**src/rtl/abvs_pkg.sv**
```systemverilog
// Package for the accelerating button value stepper.
// Holds widths, event and register codes and the stage table lookups.
// No dependencies.
package abvs_pkg;

    localparam int NUM_STAGES   = 3;
    localparam int STAGE_W      = 2;
    localparam int VALUE_W      = 16;
    localparam int TIME_W       = 32;
    localparam int CFG_IDX_W    = 3;
    localparam int CFG_DATA_W   = 16;

    localparam logic [STAGE_W-1:0] STAGE_FIRST = '0;
    localparam logic [STAGE_W-1:0] STAGE_LAST  = STAGE_W'(NUM_STAGES - 1);

    // Button event codes; the unused code acts as idle.
    localparam logic [1:0] EV_PRESSED = 2'd0;
    localparam logic [1:0] EV_HELD    = 2'd1;
    localparam logic [1:0] EV_IDLE    = 2'd2;

    // Direction codes.
    localparam logic DIR_UP   = 1'b0;
    localparam logic DIR_DOWN = 1'b1;

    // Configuration register indexes.
    localparam logic [CFG_IDX_W-1:0] REG_VALUE_FLOOR  = 3'd0;
    localparam logic [CFG_IDX_W-1:0] REG_VALUE_CEIL   = 3'd1;
    localparam logic [CFG_IDX_W-1:0] REG_REPEAT_MS    = 3'd2;
    localparam logic [CFG_IDX_W-1:0] REG_STEP_SIZE_0  = 3'd3;
    localparam logic [CFG_IDX_W-1:0] REG_STEP_SIZE_1  = 3'd4;
    localparam logic [CFG_IDX_W-1:0] REG_STEP_SIZE_2  = 3'd5;
    localparam logic [CFG_IDX_W-1:0] REG_STAGE_TIME_0 = 3'd6;
    localparam logic [CFG_IDX_W-1:0] REG_STAGE_TIME_1 = 3'd7;

    typedef struct packed {
        logic [VALUE_W-1:0] value_floor;
        logic [VALUE_W-1:0] value_ceil;
        logic [VALUE_W-1:0] repeat_interval_ms;
        logic [VALUE_W-1:0] step_size_0;
        logic [VALUE_W-1:0] step_size_1;
        logic [VALUE_W-1:0] step_size_2;
        logic [VALUE_W-1:0] stage_time_0;
        logic [VALUE_W-1:0] stage_time_1;
    } t_cfg;

    localparam t_cfg CFG_RESET = '{
        value_floor:        16'd0,
        value_ceil:         16'd1000,
        repeat_interval_ms: 16'd100,
        step_size_0:        16'd1,
        step_size_1:        16'd10,
        step_size_2:        16'd100,
        stage_time_0:       16'd1000,
        stage_time_1:       16'd2000
    };

    // Step amount of a stage; stages past the table use the last entry.
    function automatic logic [VALUE_W-1:0] stage_step(input t_cfg cfg,
                                                      input logic [STAGE_W-1:0] idx);
        logic [VALUE_W-1:0] s;
        if (idx == 2'd0) begin
            s = cfg.step_size_0;
        end else if (idx == 2'd1) begin
            s = cfg.step_size_1;
        end else begin
            s = cfg.step_size_2;
        end
        return s;
    endfunction

    // Hold time of a stage; every stage past the first uses stage_time_1.
    function automatic logic [VALUE_W-1:0] stage_hold(input t_cfg cfg,
                                                      input logic [STAGE_W-1:0] idx);
        logic [VALUE_W-1:0] h;
        if (idx == STAGE_FIRST) begin
            h = cfg.stage_time_0;
        end else begin
            h = cfg.stage_time_1;
        end
        return h;
    endfunction

endpackage

```
**src/rtl/abvs_if.sv**
```systemverilog
// Handshake channel interfaces for the accelerating button value stepper.
// Depends on abvs_pkg for field widths.
interface abvs_in_if
    import abvs_pkg::*;
();
    logic              valid;
    logic              ready;
    logic              opcode;
    logic [1:0]        button_event;
    logic [TIME_W-1:0] now_ms;

    modport source (output valid, output opcode, output button_event, output now_ms,
                    input ready);
    modport sink   (input valid, input opcode, input button_event, input now_ms,
                    output ready);
endinterface

interface abvs_out_if
    import abvs_pkg::*;
();
    logic               valid;
    logic               ready;
    logic [VALUE_W-1:0] current_value;
    logic               changed;
    logic               change_direction;

    modport source (output valid, output current_value, output changed,
                    output change_direction, input ready);
    modport sink   (input valid, input current_value, input changed,
                    input change_direction, output ready);
endinterface

interface abvs_cfg_if
    import abvs_pkg::*;
();
    logic                  valid;
    logic                  ready;
    logic [CFG_IDX_W-1:0]  index;
    logic [CFG_DATA_W-1:0] data;

    modport source (output valid, output index, output data, input ready);
    modport sink   (input valid, input index, input data, output ready);
endinterface

```
**src/rtl/accelerating_button_value_stepper.sv**
```systemverilog
// Top level of the accelerating button value stepper.
// Depends on abvs_pkg and the channel interfaces in abvs_if.sv.
//
// Each transfer on i_in is one button event (direction, pressed/held/idle, millisecond
// time) and yields exactly one transfer on o_out carrying the value after the event,
// whether it changed and in which direction. A press restarts acceleration at stage 0
// and steps at once; while held, the stage advances after its hold time since the press
// and a repeat step fires once the repeat interval has passed since the last step. The
// value saturates at the floor and ceiling registers; time differences wrap modulo 2^32.
// An event is captured in the input register, then evaluated and written to the output
// register, which drives o_out. The block takes one event per cycle, limited only by
// the sink's ready. Configuration writes on i_cfg are always taken (ready tied high)
// and must be issued only while no event is in flight.
module accelerating_button_value_stepper
    import abvs_pkg::*;
(
    input  logic          i_clk,
    input  logic          i_rst_n,
    abvs_in_if.sink       i_in,
    abvs_out_if.source    o_out,
    abvs_cfg_if.sink      i_cfg
);

    // Configuration registers.
    t_cfg r_cfg;

    // Input register.
    logic              r_in_valid;
    logic              r_in_opcode;
    logic [1:0]        r_in_event;
    logic [TIME_W-1:0] r_in_now;

    // Stepper state.
    logic [VALUE_W-1:0] r_value,      n_value;
    logic [STAGE_W-1:0] r_stage,      n_stage;
    logic [TIME_W-1:0]  r_press_time, n_press_time;
    logic [TIME_W-1:0]  r_last_time,  n_last_time;

    // Output register.
    logic               r_out_valid;
    logic [VALUE_W-1:0] r_out_value;
    logic               r_out_changed;
    logic               r_out_dir;

    logic               w_adv;
    logic               w_pressed;
    logic               w_held;
    logic               w_fire;
    logic [STAGE_W-1:0] w_stage_adv;
    logic [TIME_W-1:0]  w_since_press;
    logic [TIME_W-1:0]  w_since_last;
    logic [VALUE_W-1:0] w_step;
    logic [VALUE_W:0]   w_sum;
    logic [VALUE_W-1:0] w_diff;

    // Advance the input register into the output register when the output is
    // empty or being drained this cycle.
    assign w_adv      = r_in_valid && (!r_out_valid || o_out.ready);
    assign i_in.ready = !r_in_valid || w_adv;
    assign i_cfg.ready = 1'b1;

    assign o_out.valid            = r_out_valid;
    assign o_out.current_value    = r_out_value;
    assign o_out.changed          = r_out_changed;
    assign o_out.change_direction = r_out_dir;

    // Event evaluation.
    always_comb begin
        w_pressed     = (r_in_event == EV_PRESSED);
        w_held        = (r_in_event == EV_HELD);
        w_since_press = r_in_now - r_press_time;
        w_since_last  = r_in_now - r_last_time;

        // Stage advance while held, strictly after the stage's hold time.
        w_stage_adv = r_stage;
        if (w_held && (r_stage < STAGE_LAST) &&
            (w_since_press > {{(TIME_W-VALUE_W){1'b0}}, stage_hold(r_cfg, r_stage)})) begin
            w_stage_adv = r_stage + STAGE_W'(1);
        end

        w_fire = w_pressed ||
                 (w_held && (w_since_last >
                             {{(TIME_W-VALUE_W){1'b0}}, r_cfg.repeat_interval_ms}));

        n_stage      = w_stage_adv;
        n_press_time = r_press_time;
        n_last_time  = r_last_time;
        n_value      = r_value;
        if (w_pressed) begin
            n_stage      = STAGE_FIRST;
            n_press_time = r_in_now;
        end

        w_step = stage_step(r_cfg, n_stage);
        w_sum  = {1'b0, r_value} + {1'b0, w_step};
        w_diff = r_value - w_step;

        if (w_fire) begin
            n_last_time = r_in_now;
            if (r_in_opcode == DIR_UP) begin
                // Saturate at the ceiling; a value already at or above it holds.
                if (w_sum < {1'b0, r_cfg.value_ceil}) begin
                    n_value = w_sum[VALUE_W-1:0];
                end else if (r_value < r_cfg.value_ceil) begin
                    n_value = r_cfg.value_ceil;
                end
            end else begin
                // Saturate at the floor; a difference at or below zero never beats it.
                if ((r_value > w_step) && (w_diff > r_cfg.value_floor)) begin
                    n_value = w_diff;
                end else if (r_value > r_cfg.value_floor) begin
                    n_value = r_cfg.value_floor;
                end
            end
        end
    end

    // Configuration writes.
    always_ff @(posedge i_clk) begin
        if (!i_rst_n) begin
            r_cfg <= CFG_RESET;
        end else if (i_cfg.valid) begin
            unique case (i_cfg.index)
                REG_VALUE_FLOOR:  r_cfg.value_floor        <= i_cfg.data;
                REG_VALUE_CEIL:   r_cfg.value_ceil         <= i_cfg.data;
                REG_REPEAT_MS:    r_cfg.repeat_interval_ms <= i_cfg.data;
                REG_STEP_SIZE_0:  r_cfg.step_size_0        <= i_cfg.data;
                REG_STEP_SIZE_1:  r_cfg.step_size_1        <= i_cfg.data;
                REG_STEP_SIZE_2:  r_cfg.step_size_2        <= i_cfg.data;
                REG_STAGE_TIME_0: r_cfg.stage_time_0       <= i_cfg.data;
                REG_STAGE_TIME_1: r_cfg.stage_time_1       <= i_cfg.data;
            endcase
        end
    end

    // Input register: capture on every input transfer, drop when advanced.
    always_ff @(posedge i_clk) begin
        if (!i_rst_n) begin
            r_in_valid <= 1'b0;
        end else if (i_in.ready) begin
            r_in_valid <= i_in.valid;
        end
    end

    always_ff @(posedge i_clk) begin
        if (i_in.valid && i_in.ready) begin
            r_in_opcode <= i_in.opcode;
            r_in_event  <= i_in.button_event;
            r_in_now    <= i_in.now_ms;
        end
    end

    // Stepper state: commit only when the event moves to the output.
    always_ff @(posedge i_clk) begin
        if (!i_rst_n) begin
            r_value      <= '0;
            r_stage      <= STAGE_FIRST;
            r_press_time <= '0;
            r_last_time  <= '0;
        end else if (w_adv) begin
            r_value      <= n_value;
            r_stage      <= n_stage;
            r_press_time <= n_press_time;
            r_last_time  <= n_last_time;
        end
    end

    // Output register.
    always_ff @(posedge i_clk) begin
        if (!i_rst_n) begin
            r_out_valid <= 1'b0;
        end else if (w_adv) begin
            r_out_valid <= 1'b1;
        end else if (o_out.ready) begin
            r_out_valid <= 1'b0;
        end
    end

    always_ff @(posedge i_clk) begin
        if (w_adv) begin
            r_out_value   <= n_value;
            r_out_changed <= (n_value != r_value);
            r_out_dir     <= (n_value != r_value) ? r_in_opcode : DIR_UP;
        end
    end

    // The stage never runs past the last table stage.
    a_stage_bound: assert property (@(posedge i_clk) disable iff (!i_rst_n)
        r_stage <= STAGE_LAST)
        else $error("stage index beyond last stage");

    // A press restarts the stage and records the press time.
    a_press_restart: assert property (@(posedge i_clk) disable iff (!i_rst_n)
        (w_adv && w_pressed) |=> (r_stage == STAGE_FIRST) && (r_press_time == $past(r_in_now)))
        else $error("press did not restart acceleration");

    // The changed flag tracks the stored value.
    a_changed_flag: assert property (@(posedge i_clk) disable iff (!i_rst_n)
        w_adv |=> ((r_value != $past(r_value)) == r_out_changed) && (r_out_value == r_value))
        else $error("changed flag disagrees with stored value");

    // Without a step attempt, hold the value and the last step time.
    a_no_fire_hold: assert property (@(posedge i_clk) disable iff (!i_rst_n)
        (w_adv && !w_fire) |=> $stable(r_value) && $stable(r_last_time))
        else $error("value moved without a step");

    // An unchanged result reports direction zero.
    a_dir_idle: assert property (@(posedge i_clk) disable iff (!i_rst_n)
        (r_out_valid && !r_out_changed) |-> (r_out_dir == DIR_UP))
        else $error("direction set without a change");

endmodule
```
**src/flat_wrapper.sv**
```systemverilog
// flat-port wrapper written by rule: the top's interface ports become plain ports
module accelerating_button_value_stepper_flat import abvs_pkg::*;
  (i_clk, i_rst_n, i_in_valid, i_in_opcode, i_in_button_event, i_in_now_ms, i_in_ready, o_out_valid, o_out_current_value, o_out_changed, o_out_change_direction, o_out_ready, i_cfg_valid, i_cfg_index, i_cfg_data, i_cfg_ready);
  abvs_in_if i_in_i ();
  abvs_out_if o_out_i ();
  abvs_cfg_if i_cfg_i ();
  input  logic i_clk;
  input  logic i_rst_n;
  input wire logic [$bits(i_in_i.valid)-1:0] i_in_valid;
  input wire logic [$bits(i_in_i.opcode)-1:0] i_in_opcode;
  input wire logic [$bits(i_in_i.button_event)-1:0] i_in_button_event;
  input wire logic [$bits(i_in_i.now_ms)-1:0] i_in_now_ms;
  output wire logic [$bits(i_in_i.ready)-1:0] i_in_ready;
  output wire logic [$bits(o_out_i.valid)-1:0] o_out_valid;
  output wire logic [$bits(o_out_i.current_value)-1:0] o_out_current_value;
  output wire logic [$bits(o_out_i.changed)-1:0] o_out_changed;
  output wire logic [$bits(o_out_i.change_direction)-1:0] o_out_change_direction;
  input wire logic [$bits(o_out_i.ready)-1:0] o_out_ready;
  input wire logic [$bits(i_cfg_i.valid)-1:0] i_cfg_valid;
  input wire logic [$bits(i_cfg_i.index)-1:0] i_cfg_index;
  input wire logic [$bits(i_cfg_i.data)-1:0] i_cfg_data;
  output wire logic [$bits(i_cfg_i.ready)-1:0] i_cfg_ready;
  assign i_in_i.valid = i_in_valid;
  assign i_in_i.opcode = i_in_opcode;
  assign i_in_i.button_event = i_in_button_event;
  assign i_in_i.now_ms = i_in_now_ms;
  assign i_in_ready = i_in_i.ready;
  assign o_out_valid = o_out_i.valid;
  assign o_out_current_value = o_out_i.current_value;
  assign o_out_changed = o_out_i.changed;
  assign o_out_change_direction = o_out_i.change_direction;
  assign o_out_i.ready = o_out_ready;
  assign i_cfg_i.valid = i_cfg_valid;
  assign i_cfg_i.index = i_cfg_index;
  assign i_cfg_i.data = i_cfg_data;
  assign i_cfg_ready = i_cfg_i.ready;
  accelerating_button_value_stepper u_core (.i_clk(i_clk), .i_rst_n(i_rst_n), .i_in(i_in_i), .o_out(o_out_i), .i_cfg(i_cfg_i));
endmodule
```
**config.mk**
```make
export PLATFORM = sky130hd
export DESIGN_NAME = accelerating_button_value_stepper_flat
export DESIGN_NICKNAME = d
export VERILOG_FILES = /design/src/rtl/abvs_pkg.sv /design/src/rtl/abvs_if.sv /design/src/rtl/accelerating_button_value_stepper.sv /design/src/flat_wrapper.sv
export SDC_FILE = /design/constraint.sdc
export NUM_CORES = 1
export LEC_CHECK = 0
export ABC_AREA = 1
export BUFFER_PORTS_ARGS = -buffer_cell sky130_fd_sc_hd__clkbuf_2
export CAP_MARGIN = 20
export CORE_MARGIN = 4
export CORE_UTILIZATION = 50
export DETAILED_ROUTE_END_ITERATION = 8
export GPL_ROUTABILITY_DRIVEN = 0
export PLACE_DENSITY = 0.77
export SLEW_MARGIN = 5
export SYNTH_ARGS = -nofsm -noshare
export SYNTH_HDL_FRONTEND = slang
export SYNTH_SLANG_ARGS = --single-unit
```
**constraint.sdc**
```tcl
create_clock -name i_clk -period 8.4 [get_ports i_clk]
set_input_delay 1.26 -clock i_clk [delete_from_list [all_inputs] [get_ports i_clk]]
set_output_delay 1.26 -clock i_clk [all_outputs]
set_load 0.005 [all_outputs]
```
# Yosys cells after proc, flatten, opt, wreduce, memory -nomap -nowiden
# Index checks and enable logic that the tools add are counted.
# word_totals
in_bits	59
register_bits	265
out_inout_bits	21
# op_classes
n_reduce_logical	26
add_sub_neg	5
n_eq_ne	10
mux	13
magnitude_cmp	8
# ops
operator	n
$mux W16	9
$gt A32 B16 Y1	2
$sub A32 B32 Y32	2
$gt A16 B16 Y1	3
$reduce_and A2 Y1	10
$add A16 B16 Y17	1
$lt A17 B16 Y1	1
$lt A16 B16 Y1	1
$ne A16 B16 Y1	1
$sub A16 B16 Y16	1
$eq A3 B3 Y1 const B	4
$eq A3 B2 Y1 const B	2
$logic_and A1 B1 Y1	6
$logic_not A2 Y1	3
$eq A2 B1 Y1 const B	2
$mux W2	2
$eq A3 B1 Y1 const B	1
$logic_not A3 Y1	1
$logic_or A1 B1 Y1	3
$add A2 B1 Y2 const B	1
$logic_not A1 Y1	2
$lt A2 B2 Y1 const B	1
$mux W1	2
$reduce_bool A2 Y1	1

# Logic depth before layout (Yosys ltp)
# logic_depth
depth_word	16
depth_mapped	65

# Least setup slack after synthesis
# OpenSTA, ideal clock, no wires.
# synth_path
kind	register -> register
startpoint	register u_core.r_in_now[2]
endpoint	register u_core.r_out_dir (netlist: u_core.o_out.change_direction), data pin
path_stages_with_launch	58
path_buffers	2
arrival_time_ns	6.504
setup_slack_ns	1.626
cell_sequence	edfxtp_1 > ha_1 > a21oi_2 > nand2_2 > a21oi_2 > inv_2 > nand2_1 > nand2_1 > nand2_1 > nand2_1 > xor2_1 > ha_1 > a21oi_1 > o21ai_0 > nor3_1 > nand2_1 > nand2_1 > nand3_1 > (+22 left out) > a21o_1 > nor2_1 > nand3_1 > nand2_1 > nand2_1 > nand2_1 > nand2_1 > nand2_1 > clkbuf_1 > nand3_1 > nand3_1 > nand2_1 > nand4_1 > nand2_1 > nor2_1 > nand2_1 > nor2_1 > a21oi_1
# synth_via
elab_chain_cells	15
# synth_rtl
element	line	rtl
from (decl)	accelerating_button_value_stepper.sv:31	logic [TIME_W-1:0] r_in_now;
from (signal assigned)	accelerating_button_value_stepper.sv:149	r_in_now <= i_in.now_ms;
$sub A32 B32 Y32	accelerating_button_value_stepper.sv:71	w_since_press = r_in_now - r_press_time;
$gt A32 B16 Y1	accelerating_button_value_stepper.sv:77	(w_since_press > {{(TIME_W-VALUE_W){1'b0}}, stage_hold(r_cfg, r_stage)})) begin
$logic_and A1 B1 Y1	accelerating_button_value_stepper.sv:76	if (w_held && (r_stage < STAGE_LAST) &&
$mux W2	accelerating_button_value_stepper.sv:76	
$mux W2	accelerating_button_value_stepper.sv:89	if (w_pressed) begin
$eq A2 B1 Y1	abvs_pkg.sv:63	end else if (idx == 2'd1) begin
$mux W16	abvs_pkg.sv:63	
$mux W16	abvs_pkg.sv:61	if (idx == 2'd0) begin
$sub A16 B16 Y16	accelerating_button_value_stepper.sv:96	w_diff = r_value - w_step;
$gt A16 B16 Y1	accelerating_button_value_stepper.sv:109	if ((r_value > w_step) && (w_diff > r_cfg.value_floor)) begin
$logic_and A1 B1 Y1	accelerating_button_value_stepper.sv:109	
$mux W16	accelerating_button_value_stepper.sv:109	
$mux W16	accelerating_button_value_stepper.sv:100	if (r_in_opcode == DIR_UP) begin
$mux W16 *	accelerating_button_value_stepper.sv:98	if (w_fire) begin
$ne A16 B16 Y1 *	accelerating_button_value_stepper.sv:183	r_out_dir <= (n_value != r_value) ? r_in_opcode : DIR_UP;
to (signal assigned)	accelerating_button_value_stepper.sv:183	
to (decl)	accelerating_button_value_stepper.sv:43	logic r_out_dir;
# Every way passes the cells marked *; elsewhere a longest branch is shown, timed or not.
# A chain may end at the register's enable or synchronous reset.

# Worst setup path after layout
# Ends and elaborated chain as after synthesis.

==> results by group <==
Setup path
  • Worst path most repeated cell: nand2_1
  • Worst Path Required: roughly 8.7 ns
  • Worst EP arrival: approximately 8.2 ns
  • CP max stage cell: edfxtp_1
  • Critical path class: register to register
  • Critical Path Fanout Max: 9
  • CP Capture Type: register
  • Crit start category: register
  • CP peak stage delay: roughly 0.43 ns

Clocking
  • Clock H-tree levels: 1
  • Num CTS Buffers: 31
  • Clk Latency, worst-skew pair: 0.59 ns
  • Clock Sinks: around 270
  • CTS tree: yes
  • Clock Path Buffers: 3
  • Worst-path clk slew: ~0.070 ns
  • Root Buffer: clkbuf_16

Min path
  • Hold crit path type: register to register

Synth
  • Number of unique standard cell types used by synthesis: 47
  • Largest family of logic cells by synthesized area: simple AND/OR/NAND/NOR gates
  • Synth area leader: dfxtp_1
  • Synth Instances: 2949
  • Post-synthesis adder-cell area fraction: 0.1239
  • Synth Area in XOR/XNOR: 0.02442
  • Top post-synthesis cells by area: dfxtp_1 (22%), nand2_1 (13%), ha_1 (12%)
  • Post-synthesis simple-gate area fraction: 0.2989
  • Post-Syn Nets: about 3200
  • Post-Syn Area: between 15000 and 20000 µm²
  • Compound-gate portion of the synthesized area: 0.1508
  • Mux contribution to synthesized area: 0.007611
  • Post-synthesis register bit count: roughly 270
  • Sequential area share after synthesis: 0.2958
  • Mean post-synth cell area: around 6.7 µm²
  • YS warnings: 0
  • Area share of the largest cell type after synthesis: 0.2151

Power
  • Pwr per Cell Area: around 200 nW/µm²
  • Sw frac: 0.3818
  • Leakage power: 10.37 nW
  • Worst VDD drop: ~0.23 mV
  • Clk pwr share: 0.315
  • Sequential share of power: 0.323
  • Logic pwr share: 0.362
  • Psw: about 1.7 mW
  • Power Total: 4.392 mW
  • Power Internal: about 2.7 mW

Floorplanning
  • Core Region: 38830 µm²
  • Ports: 80
  • Starting Density: 0.5081
  • Die height: between 200 and 250 µm
  • Die area: roughly 43000 µm²
  • FP Rows: 72
  • Die span in x: between 200 and 250 µm

Detailed routing
  • Via/cell ratio: about 5.7
  • Post-Route WL: a little over 60000 µm
  • Total number of vias: 20170
  • Post-route ant nets: 0
  • Pre-antenna DRT Iters: 6
  • Drt first-iter violations: 2082
  • Post-DR wirelength/cell: between 15 and 20 µm
  • DRC: 0

STA
  • Final hold slack: roughly 0.46 ns
  • Minimum clock period: about 8 ns
  • Post-route clock skew: about 0.025 ns
  • Part of the cycle the worst path needs: 0.9384
  • Fmax: roughly 0.13 GHz
  • Max_slew headroom: 0.2787
  • Number of setup violations in the final report: 0
  • Worst Tran Pin Value: roughly 1.1 ns
  • Total negative slack: 0 ns
  • Fin. max-slew vios: 0
  • Hold Vio Cnt, Final: 0

GRT
  • Vias in the first global route: 18870
  • Maximum number of pins on one net before global-route repair: approximately 110
  • First-pass GRT wire length: between 90000 and 100000 µm
  • GRT Util Overall: 0.2777
  • Gr ovfl total: 0
  • Antenna violations before repair: 0

Placement
  • Area post-placement: slightly above 20000 µm²
  • Post-DP HPWL: roughly 46000 µm
  • IO buf count: a little under 80
  • Cell count after placement: about 3500

Cells and area
  • Finished Layout Cells: 3524
  • Share of cells above drive strength 1: 0.08483
  • Area growth syn-to-layout: 10.44%
  • # nets final: between 3000 and 4000
  • Layout filler cell count: roughly 3600
  • Final instance area: ~22000 µm²
  • # diodes: 0

Status
  • Outcome: complete, no violations

Job
  • Max-cap viol count: 0
==> metal layers <==
metal  routed length [µm]  vias up  GRT usage
met5                    0        -          0
met4                 4165        0     0.1609
met3                 5181      271    0.03578
met2                27940     1019     0.4578
met1                24450     9109     0.3504
li1                     -     9775          -
==> cells in the mapped netlist (all sizes together) <==
master	n
o21bai	13
fa	4
edfxtp	53
dfxtp	212
a21oi	265
o21a	5
nor2	300
clkbuf	66
buf	42
a31oi	2
or2	8
ha	189
xnor2	5
o21ai	250
nand3	206
o211ai	14
nand2	703
o31ai	1
nand3b	50
and2	2
conb	1
mux2i	15
a21boi	1
a31o	1
nor3	27
xor2	50
nor4	6
nand4	62
inv	379
a211oi	2
a21o	11
clkinv	4
==> what timing repair did <==
item                                    CTS  global route
hold buffers                              0             0
endpoints found under the setup margin    0            34
gates resized for setup                   0            65
setup buffers                             0            13
==> final timing paths <==
| path | start | cells past startpoint | slack (ns) | end |
|---|---|---|---|---|
| worst max-delay path | u_core.r_in_now[2] | 54 | 0.52 | u_core.o_out.change_direction |
| worst min register to register | u_core.r_cfg[55] | 2 | 0.46 | u_core.r_cfg[55] |
| worst min-delay path | u_core.r_cfg[55] | 2 | 0.46 | u_core.r_cfg[55] |
| worst max register to register | u_core.r_in_now[2] | 54 | 0.52 | u_core.o_out.change_direction |
==> cells by family (layout without fill, tap and decap cells) <==
logic type	Yosys count	after routing
muxes	15	15
and+or+nand+nor	1364	1366
AOI/OAI and AO/OA	565	565
buffers and inverters	491	546
other	1	1
xor gates and xnor gates	55	55
DFF	265	265
adders and majority gates	193	193
==> critical path: cells and delay by family (launching register included) <==
kind	cells	cell delay, ns
xor+xnor	2	0.37
fa+ha+maj	4	1.25
compound gates	8	1.27
flops	1	0.43
simple gates	35	3.58
buf+inv	5	0.67
==> cell usage in the layout, fill, tap and decap left out, types with 17 or more instances in the layout <==
cell type / count
inv_1: 371
xor2_1: 46
o21ai_1: 17
a21oi_1: 255
nand3_1: 195
buf_4: 26
clkbuf_2: 77
nand3b_1: 50
nor3_1: 26
nor2_1: 288
o21ai_0: 230
edfxtp_1: 53
nand2_1: 679
ha_1: 179
nand4_1: 62
nand2_2: 23
dfxtp_1: 212
clkbuf_16: 31
==> registers in the layout, indices dropped and copies added (netlist names), 2 cells and up <==
signal                      cells
u_core.r_value                 16
u_core.o_out.current_value     16
u_core.r_last_time             32
u_core.r_press_time            32
u_core.r_in_event               2
u_core.r_stage                  2
u_core.r_in_now                32
u_core.r_cfg                  128
==> power groups by stage <==
stage,clock (mW),combinational [mW],sequential [mW]
floorplan,0,1.10,1.42
global placement,0,1.43,1.44
detailed placement,0,1.47,1.44
CTS,1.40,1.48,1.42
global route,1.46,1.77,1.42
finish,1.38,1.59,1.42
==> per-stage QoR <==
step,utilization,setup slack (ns)
global placement,0.5247,0.3906
CTS,0.5516,0.1034
floorplan,-,1.626
detailed placement,0.5247,0.1422
finish,0.5611,0.5175
global route,0.5611,-0.08413
==> area by class of cell <==
class	instances	area, µm²	share of cell area
clock inverter	18	200.2	0.009189
inverter	383	1443	0.06622
sequential	265	5836	0.2679
timing repair buffer	107	631.9	0.02900
clock buffer	38	842.1	0.03865
tap	518	648.1	0.02975
multi-input combinational	2195	12190	0.5593
Note: power is estimated with default switching activity, not from simulation.
